==> config.mk <==
export PLATFORM = sky130hd
export DESIGN_NAME = cisc_time
export DESIGN_NICKNAME = d
export VERILOG_FILES = /design/src/sv/cisc_pkg.sv /design/src/sv/cisc_time.sv
export SDC_FILE = /design/constraint.sdc
export NUM_CORES = 1
export LEC_CHECK = 0
export BUFFER_PORTS_ARGS = -buffer_cell sky130_fd_sc_hd__clkbuf_2
export CAP_MARGIN = 20
export CORE_MARGIN = 1.5
export CORE_UTILIZATION = 35
export CTS_CLUSTER_DIAMETER = 120
export DETAILED_ROUTE_END_ITERATION = 7
export PLACE_DENSITY = 0.59
export SETUP_SLACK_MARGIN = 0.4
export SYNTH_ARGS = -nofsm -noshare
export SYNTH_HDL_FRONTEND = slang
export SYNTH_SLANG_ARGS = --single-unit
==> constraint.sdc <==
create_clock -name clk -period 10.7 [get_ports clk]
set_input_delay 1.07 -clock clk [delete_from_list [all_inputs] [get_ports clk]]
set_output_delay 1.07 -clock clk [all_outputs]
set_load 0.02 [all_outputs]
==> src/sv/cisc_pkg.sv <==
// Shared types and constants of the interpolated system clock.
// No dependencies; every module of the block imports this package.
`timescale 1ns / 1ps

package cisc_pkg;

  localparam int SHIFT_W = 5;
  localparam int REG_W   = 32;
  localparam int TIME_W  = 63;
  localparam int COUNT_W = 64;
  localparam int DELTA_W = 31;

  localparam logic [TIME_W-1:0] TIME_MAX = {TIME_W{1'b1}};

  // Register indexes of the configuration port
  localparam logic [1:0] REG_COUNTER_SHIFT  = 2'd0;
  localparam logic [1:0] REG_SCALE_FRACTION = 2'd1;
  localparam logic [1:0] REG_SCALE_INTEGER  = 2'd2;
  localparam logic [1:0] REG_TICK_LENGTH    = 2'd3;

  // Item kinds
  localparam logic KIND_TICK = 1'b0;
  localparam logic KIND_READ = 1'b1;

  // Reset values of the registers
  localparam logic [SHIFT_W-1:0] RST_COUNTER_SHIFT  = '0;
  localparam logic [REG_W-1:0]   RST_SCALE_FRACTION = '0;
  localparam logic [REG_W-1:0]   RST_SCALE_INTEGER  = 32'd1;
  localparam logic [REG_W-1:0]   RST_TICK_LENGTH    = 32'd10000000;

  typedef struct packed {
    logic [SHIFT_W-1:0] counter_shift;
    logic [REG_W-1:0]   scale_fraction;
    logic [REG_W-1:0]   scale_integer;
    logic [REG_W-1:0]   tick_length_ns;
  } cisc_cfg_t;

endpackage

==> src/sv/cisc_time.sv <==
// Time stage: base time update on ticks, saturating read and monotonic clamp.
// Owns the output register. Depends on cisc_pkg.
`timescale 1ns / 1ps

module cisc_time (
  input  logic                         clk,
  input  logic                         rst,
  input  logic                         load,
  input  logic                         kind_in,
  input  logic [cisc_pkg::COUNT_W-1:0] sum_in,
  input  cisc_pkg::cisc_cfg_t          cfg,
  input  logic                         out_ready,
  output logic                         out_valid,
  output logic [cisc_pkg::TIME_W-1:0]  out_time
);
  import cisc_pkg::*;

  logic [TIME_W-1:0]  base_time;
  logic [TIME_W-1:0]  last_returned;
  logic [TIME_W:0]    tick_sum;
  logic [TIME_W-1:0]  base_next;
  logic [COUNT_W:0]   read_sum;
  logic [TIME_W-1:0]  now;
  logic [TIME_W-1:0]  last_returned_next;

  always_comb begin
    tick_sum  = {1'b0, base_time} + {{(TIME_W+1-REG_W){1'b0}}, cfg.tick_length_ns};
    base_next = tick_sum[TIME_W] ? TIME_MAX : tick_sum[TIME_W-1:0];
    read_sum  = {{(COUNT_W+1-TIME_W){1'b0}}, base_time} + {1'b0, sum_in};
    now       = (read_sum[COUNT_W:TIME_W] != '0) ? TIME_MAX : read_sum[TIME_W-1:0];
    last_returned_next = (now < last_returned) ? last_returned : now;
  end

  always_ff @(posedge clk) begin
    if (rst) begin
      base_time     <= '0;
      last_returned <= '0;
      out_valid     <= 1'b0;
    end else begin
      if (load && (kind_in == KIND_TICK)) begin
        base_time <= base_next;
      end
      if (load && (kind_in == KIND_READ)) begin
        last_returned <= last_returned_next;
        out_valid     <= 1'b1;
      end else if (out_ready) begin
        out_valid <= 1'b0;
      end
    end
  end

  always_ff @(posedge clk) begin
    if (load && (kind_in == KIND_READ)) begin
      out_time <= last_returned_next;
    end
  end

endmodule

==> flow_summary_export.csv, run 1 <==
group,metric,value,unit
drt,first_iter_violations,1049,
yosys,synth_seq_cells,190,
drt,via_count,14060,
run_status,run_status,"complete, no violations",
floorplan,boundaryPins,234,
power,comb_power_share,31.4,%
yosys,synth_top_cells_by_area,"sky130_fd_sc_hd__dfxtp_1 (16%), sky130_fd_sc_hd__ha_1 (13%), sky130_fd_sc_hd__edfxtp_1 (12%)",
timing,actual_slew_at_the_worst_max_slew_pin,976.3,ps
power,power_internal,1.393,mW
placement,numPlacedInstances,2468,
placement,place_area,16650,sq um
grt,antenna_violations_before_repair,2,
timing,timing_max_transition_violations_final,0,
flow_run,drv_cap,0,
power,vdd_ir_drop_max,0.08134,mV
yosys,synth-warning-count,0,
drt,routed_wire_length,46.26,mm
grt,number_of_global_route_vias_before_repair,13310,
timing,finalCriticalPeriod,7769,ps
clock_tree,cts.sinks,190,
power,pwr-share-seq,38.8,%
clock_tree,cts.htree.levels,4,
timing,fmaxAchievable,0.1287,GHz
clock_tree,numCtsBuffers,17,
timing,setup_tns,0,ps
layout,final_layout_size_suffix_gt1_share,13.47,%
floorplan,die_outline_area,45600,sq um
yosys,netlist_instances,1814,
layout,layout.cells.non_filler,2502,
timing,hold_ws,472.8,ps
setup_path,timing.critical_path.slowest_stage_cell,"sky130_fd_sc_hd__nand2_1",
drt,first_pass_iters,5,
yosys,netlist.area_leader.share,16.39,%
drt,avgViaCountPerCell,5.620,
setup_path,largest_fanout_on_the_critical_path,118,
placement,buffer_ports.inserted,164,
yosys,synth_enable_flop_cells,63,
setup_path,critical_path.cell_chain,"clkbuf_2 > ha_1 > fa_1 > a21o_1 > a311o_1 > a41oi_1 > a21oi_1 > and3b_1 > nor2_1 > o221ai_2 > nand2_1 > buf_4 > nand2_1 > ha_1 > a21o_1 > a21o_1 > a2111oi_0 > o21ai_0 > o22ai_1 > nand3_1 > a2111o_1 > nand3_4 > buf_12 > mux2_1",
yosys,asyncSetResetFlopFracSynth,0,%
clock_tree,root_buffer,"sky130_fd_sc_hd__clkbuf_16",
timing,layout_worst_path_cycle_share,72.61,%
grt,pin_count_of_the_biggest_net_entering_global_routing,119,
drt,routed_wire_per_std_cell,18.49,um
yosys,synth_largest_area_cell,"sky130_fd_sc_hd__dfxtp_1",
floorplan,die_h,213.6,um
yosys,synth-xor-area-share,4.854,%
clock_tree,cts.clk_slew.worst_paths,70,ps
grt,globalRouteTotalUtil,20.21,%
setup_path,rr_worst_depth,23,
yosys,postSynth.topFlopCell,"sky130_fd_sc_hd__dfxtp_1",
yosys,netlist_top_cells_count,"sky130_fd_sc_hd__ha_1 (157), sky130_fd_sc_hd__a21oi_1 (149), sky130_fd_sc_hd__nand2_1 (149), sky130_fd_sc_hd__dfxtp_1 (127), sky130_fd_sc_hd__o21ai_0 (124)",
power,power.share.clock,29.8,%
yosys,synth_compound_area_share,27.79,%
drt,route.detailed.drc,0,
yosys,synthesis.area,15520,sq um
timing,finClkSkew,14.43,ps
yosys,synthSimpleGateAreaFrac,14.85,%
layout,finish.net_count,2231,
floorplan,design.core.area,43360,sq um
setup_path,critical-path-max-stage-delay,500,ps
clock_tree,clock_insertion_delay_worst_skew,460,ps
setup_path,crit_required,10890,ps
setup_path,reg2reg_to,"out_time[19]$_DFFE_PP_",
timing,max-slew-margin-rel,34.92,%
yosys,fraction_of_synthesized_area_in_multiplexers,4.927,%
timing,rsz0062_at_grt,"false",
placement,gpl.final_weighted_congestion,0.9337,
clock_tree,tritoncts,"built",
worst_hold_path,hp-class,"reg -> reg",
layout,design_area,17230,sq um
placement,dp.final_hpwl,35.37,mm
timing,endpoints_failing_setup,0,
setup_path,path_common_cell,"sky130_fd_sc_hd__a21o_1",
grt,grt_overflow,0,
yosys,main_combinational_cell_family_by_area_after_synthesis,"compound AO/OA/AOI/OAI gates",
floorplan,start_util,35.78,%
grt,grt_pass1_wl,72.71,mm
floorplan,rows,76,
clock_tree,post_cts_resize_count,0,
setup_path,critPathArrivalTime,7950,ps
power,power_leakage,7.049,nW
worst_hold_path,timing.hold.worst.start,"out_valid$_SDFFE_PP0P_",
power,netSwitchingPower,0.7735,mW
clock_tree,cts-hold-fix-buffers,0,
yosys,synth-seq-area-share,28.58,%
setup_path,worstReg2RegStart,"base_time[0]$_SDFFE_PP0P_",
power,switching_share,35.69,%
timing,final_hold_viol_count,0,
setup_path,reg2reg_setup_slack,3260,ps
yosys,synth_fp_nets,2143,
yosys,synthMostInstantiatedCell,"sky130_fd_sc_hd__ha_1",
power,cellPowerDensity,125.7,nW/um^2
floorplan,die_width,213.6,um
layout,area.growth.synth_to_final,11.06,%
clock_tree,clockBufferDepth,2,
setup_path,crit_family,"compound AO/OA/AOI/OAI gates",
worst_hold_path,holdPathEnd,"out_valid$_SDFFE_PP0P_",
setup_path,crit_path_start_kind,"input port",
yosys,synth_area_per_cell,8.554,sq um
setup_path,cp.buffers_inverters,3,
setup_path,crit_path_category,"in -> reg",
yosys,adder_and_majority_cell_fraction_of_the_synthesized_area,12.92,%
setup_path,crit_end_element,"flip-flop",
layout,layout.filler_cells,4460,
yosys,synth_cell_types,80,
clock_tree,postCtsSetupRepairBufs,0,
drt,count_of_antenna_violating_nets_left_after_detailed_routing,0,
worst_hold_path,min_delay_path_depth,2,
## final cells by class
| type | count | area, sq um | area share, % |
|---|---|---|---|
| multi-input cells | 1417 | 10190 | 59.11 |
| flip-flops and latches | 190 | 4434 | 25.73 |
| repair buffers | 176 | 923.4 | 5.358 |
| well taps | 585 | 732.0 | 4.247 |
| clock buffers | 17 | 425.4 | 2.469 |
| inverters | 100 | 376.6 | 2.185 |
| clock inverters | 15 | 150.1 | 0.8713 |
| diodes | 2 | 5.005 | 0.02904 |
## sequential cells by signal, summed over array words and instances, names as in the netlist
| signal | flops |
|---|---|
| last_returned | 63 |
| out_valid | 1 |
| out_time | 63 |
| base_time | 63 |
## cells in the final DEF (no fill, tap or decap), types with 58 or more instances in the layout
| cell type | netlist | layout |
|---|---|---|
| sky130_fd_sc_hd__a21oi_1 | 149 | 149 |
| sky130_fd_sc_hd__clkbuf_2 | 0 | 164 |
| sky130_fd_sc_hd__dfxtp_1 | 127 | 127 |
| sky130_fd_sc_hd__edfxtp_1 | 63 | 63 |
| sky130_fd_sc_hd__ha_1 | 157 | 157 |
| sky130_fd_sc_hd__inv_1 | 99 | 98 |
| sky130_fd_sc_hd__nand2_1 | 149 | 148 |
| sky130_fd_sc_hd__nor2_1 | 82 | 81 |
| sky130_fd_sc_hd__o21ai_0 | 124 | 123 |
| sky130_fd_sc_hd__o311a_1 | 58 | 58 |
## worst max path at each step
stage | from | endpoint | depth (start not counted)
3_3_place_gp | sum_in[0] | out_time[17]$_DFFE_PP_ | 24
2_1_floorplan | sum_in[0] | out_time[3]$_DFFE_PP_ | 24
4_1_cts | sum_in[0] | out_time[17]$_DFFE_PP_ | 24
5_1_grt | sum_in[0] | out_time[17]$_DFFE_PP_ | 24
6_report | sum_in[0] | out_time[19]$_DFFE_PP_ | 24
3_5_place_dp | sum_in[0] | out_time[17]$_DFFE_PP_ | 24
## logic make-up (layout without fill, tap and decap cells)
| group | count (synthesis) | after routing |
|---|---|---|
| AO/OA/AOI/OAI | 639 | 639 |
| AND/OR/NAND/NOR | 464 | 464 |
| buffers and inverters | 207 | 308 |
| flip-flops | 190 | 190 |
| adder cells (fa/ha/maj) | 159 | 159 |
| XOR/XNOR | 86 | 86 |
| multiplexers | 69 | 69 |
| other | 0 | 2 |
## tightest hold or removal path, stage by stage (launching register included)
cell and delay (ps):
sky130_fd_sc_hd__dfxtp_1 310, sky130_fd_sc_hd__nand2b_1 60, sky130_fd_sc_hd__a21oi_1 60
## stage by stage
step	util [%]	power (mW)	worst slack, ps
4_1_cts	39.73	2.184	2979
5_1_grt	39.74	2.294	2423
3_3_place_gp	38.40	1.526	2488
3_5_place_dp	38.40	1.533	2511
2_1_floorplan	-	1.365	4525
6_report	39.74	2.167	2931
## power groups by stage
stage	Combinational, mW	Sequential [mW]	Clock, mW
global placement	0.668	0.858	0
floorplan	0.489	0.876	0
finish	0.680	0.842	0.645
global route	0.756	0.848	0.689
detailed placement	0.674	0.860	0
CTS	0.679	0.843	0.663
## routing by layer
metal	track usage (%)	wire, um	up-vias
met1	29.75	23500	6645
met3	2.182	1913	46
met2	30.90	19920	330
met4	6.022	927	0
li1	-	-	7041
met5	0	0	-
Power figures use the tool's default switching activity.
==> run 2: changes to the inputs <==
clock period = 7.75 ns   (was 10.7 ns; I/O delays follow)
==> flow_summary_export.csv, run 2 (same netlist as run 1, synthesis figures left out) <==
group,metric,value,unit
layout,layout_top_registers,"base_time (63), last_returned (63), out_time (63)",
timing,final_hold_viol_count,0,
drt,count_of_antenna_violating_nets_left_after_detailed_routing,0,
grt,antenna_violations_before_repair,1,
timing,setup_tns,0,ps
timing,max-slew-margin-rel,28.67,%
timing,finClkSkew,15.08,ps
power,vdd_ir_drop_max,0.1087,mV
setup_path,cp-endpoint,"out_time[44]$_DFFE_PP_",
setup_path,critPathArrivalTime,7120,ps
setup_path,critical_path.startpoint,"sum_in[0]",
clock_tree,cts.sinks,190,
timing,timing_max_transition_violations_final,0,
timing,hold_ws,475.2,ps
floorplan,rows,76,
setup_path,worstReg2RegStart,"base_time[0]$_SDFFE_PP0P_",
grt,globalRouteTotalUtil,20.38,%
timing,fmaxAchievable,0.1447,GHz
drt,routed_wire_length,46.94,mm
timing,layout_worst_path_cycle_share,89.17,%
drt,routed_wire_per_std_cell,18.63,um
drt,route.detailed.drc,0,
setup_path,critical_path.cell_chain,"clkbuf_2 > ha_1 > fa_1 > a21o_1 > a311o_1 > a41oi_1 > a21oi_1 > and3b_1 > nor2_1 > o221ai_2 > nand2_1 > nand2_1 > ha_1 > a21o_1 > a21o_1 > a2111oi_0 > o21ai_0 > o22ai_1 > nand3_1 > a2111o_1 > nand3_4 > buf_12 > mux2_2",
layout,layout_common_cells,"sky130_fd_sc_hd__clkbuf_2 (164), sky130_fd_sc_hd__ha_1 (157), sky130_fd_sc_hd__a21oi_1 (149), sky130_fd_sc_hd__nand2_1 (148), sky130_fd_sc_hd__dfxtp_1 (127)",
layout,layout.filler_cells,4465,
setup_path,largest_fanout_on_the_critical_path,36,
setup_path,crit_family,"compound AO/OA/AOI/OAI gates",
clock_tree,post_cts_resize_count,0,
setup_path,reg2reg_to,"out_time[44]$_DFFE_PP_",
timing,rsz0062_at_grt,"false",
grt,grt_pass1_wl,73.21,mm
setup_path,critical-path-max-stage-delay,460,ps
drt,first_pass_iters,5,
clock_tree,cts.clk_slew.worst_paths,80,ps
grt,grt_overflow,0,
clock_tree,clock_insertion_delay_worst_skew,470,ps
clock_tree,cts-hold-fix-buffers,0,
layout,finish.net_count,2249,
drt,first_iter_violations,1192,
floorplan,boundaryPins,234,
timing,finalCriticalPeriod,6910,ps
setup_path,cp.buffers_inverters,2,
setup_path,path_common_cell,"sky130_fd_sc_hd__a21o_1",
floorplan,design.core.area,43360,sq um
power,cellPowerDensity,175.1,nW/um^2
floorplan,die_outline_area,45600,sq um
clock_tree,root_buffer,"sky130_fd_sc_hd__clkbuf_16",
drt,via_count,14370,
floorplan,start_util,35.78,%
placement,place_area,16850,sq um
setup_path,crit_path_start_kind,"input port",
layout,area.growth.synth_to_final,12.48,%
setup_path,timing.critical_path.slowest_stage_cell,"sky130_fd_sc_hd__nand2_1",
setup_path,crit_path_category,"in -> reg",
power,p_total,3.056,mW
floorplan,die_width,213.6,um
layout,final_layout_size_suffix_gt1_share,14.33,%
worst_hold_path,hp-class,"reg -> reg",
layout,layout.cells.non_filler,2519,
layout,final_common_cell,"sky130_fd_sc_hd__clkbuf_2",
clock_tree,postCtsSetupRepairBufs,0,
placement,gpl.final_weighted_congestion,0.8949,
grt,pin_count_of_the_biggest_net_entering_global_routing,91,
drt,avgViaCountPerCell,5.703,
layout,design_area,17450,sq um
setup_path,reg2reg_setup_slack,870,ps
power,power_leakage,7.172,nW
setup_path,critical_path_depth,23,
setup_path,rr_worst_depth,22,
grt,number_of_global_route_vias_before_repair,13470,
floorplan,die_h,213.6,um
placement,dp.final_hpwl,36.06,mm
placement,buffer_ports.inserted,164,
run_status,run_status,"complete, no violations",
clock_tree,clockBufferDepth,2,
setup_path,crit_required,7960,ps
setup_path,crit_end_element,"flip-flop",
clock_tree,tritoncts,"built",
clock_tree,numCtsBuffers,17,
clock_tree,cts.htree.levels,4,
timing,actual_slew_at_the_worst_max_slew_pin,1070,ps
placement,numPlacedInstances,2486,
flow_run,drv_cap,0,
timing,endpoints_failing_setup,0,
[run 2: cell count changes in the layout (fill, tap and decap cells not counted)]
| cell | change |
|---|---|
| sky130_fd_sc_hd__buf_4 | +13 |
| sky130_fd_sc_hd__buf_12 | +5 |
| sky130_fd_sc_hd__bufinv_16 | +1 |
| sky130_fd_sc_hd__clkinv_1 | -1 |
| sky130_fd_sc_hd__clkinv_2 | +1 |
| sky130_fd_sc_hd__clkinv_4 | -1 |
| sky130_fd_sc_hd__diode_2 | -1 |
| sky130_fd_sc_hd__inv_6 | -1 |
| sky130_fd_sc_hd__inv_8 | +1 |
[run 2: how the worst min path moves through the flow]
stage / start / end / slack (ps) / cells past startpoint
final: out_valid$_SDFFE_PP0P_ / out_valid$_SDFFE_PP0P_ / 480 / 2
after floorplan: base_time[32]$_SDFFE_PP0P_ / base_time[32]$_SDFFE_PP0P_ / 470 / 1
after global placement: out_valid$_SDFFE_PP0P_ / out_valid$_SDFFE_PP0P_ / 460 / 2
after global routing: out_valid$_SDFFE_PP0P_ / out_valid$_SDFFE_PP0P_ / 500 / 2
after detailed placement: out_valid$_SDFFE_PP0P_ / out_valid$_SDFFE_PP0P_ / 470 / 2
after CTS: out_valid$_SDFFE_PP0P_ / out_valid$_SDFFE_PP0P_ / 480 / 2
[run 2: power breakdown]
group          switching (mW)  total, mW  internal (mW)
clock                   0.467      0.929          0.462
combinational           0.573      0.964          0.391
sequential             0.0391       1.16           1.12
total                    1.08       3.06           1.98
[run 2: worst reg2reg max path, delay by kind of cell (launching register included)]
family	cells	cell delay [ps]
AO/OA/AOI/OAI	11	2840
multiplexers	1	400
AND/OR/NAND/NOR	6	1800
adder cells (fa/ha/maj)	3	970
buffers and inverters	1	260
flip-flops	1	350
[run 2: final cells by class]
type	instances	area, sq um	share of cell area [%]
multi-input cells	1417	10190	58.36
flip-flops and latches	190	4434	25.41
repair buffers	194	1121	6.423
well taps	585	732.0	4.194
clock buffers	17	425.4	2.437
inverters	100	376.6	2.158
clock inverters	15	175.2	1.004
diodes	1	2.502	0.01434
[run 2: through the flow]
step	utilization (%)	setup slack (ps)
floorplan	-	1870
global placement	38.86	492.1
detailed placement	38.86	355.6
CTS	40.24	823.2
global route	40.25	439.1
finish	40.25	839.7
[run 2: routing by layer]
| layer | vias to the layer above | wire length (um) | GRT usage (%) |
|---|---|---|---|
| met3 | 58 | 2266 | 2.460 |
| li1 | 7075 | - | - |
| met2 | 378 | 20520 | 31.49 |
| met5 | - | 0 | 0 |
| met4 | 0 | 1094 | 6.557 |
| met1 | 6856 | 23060 | 29.38 |
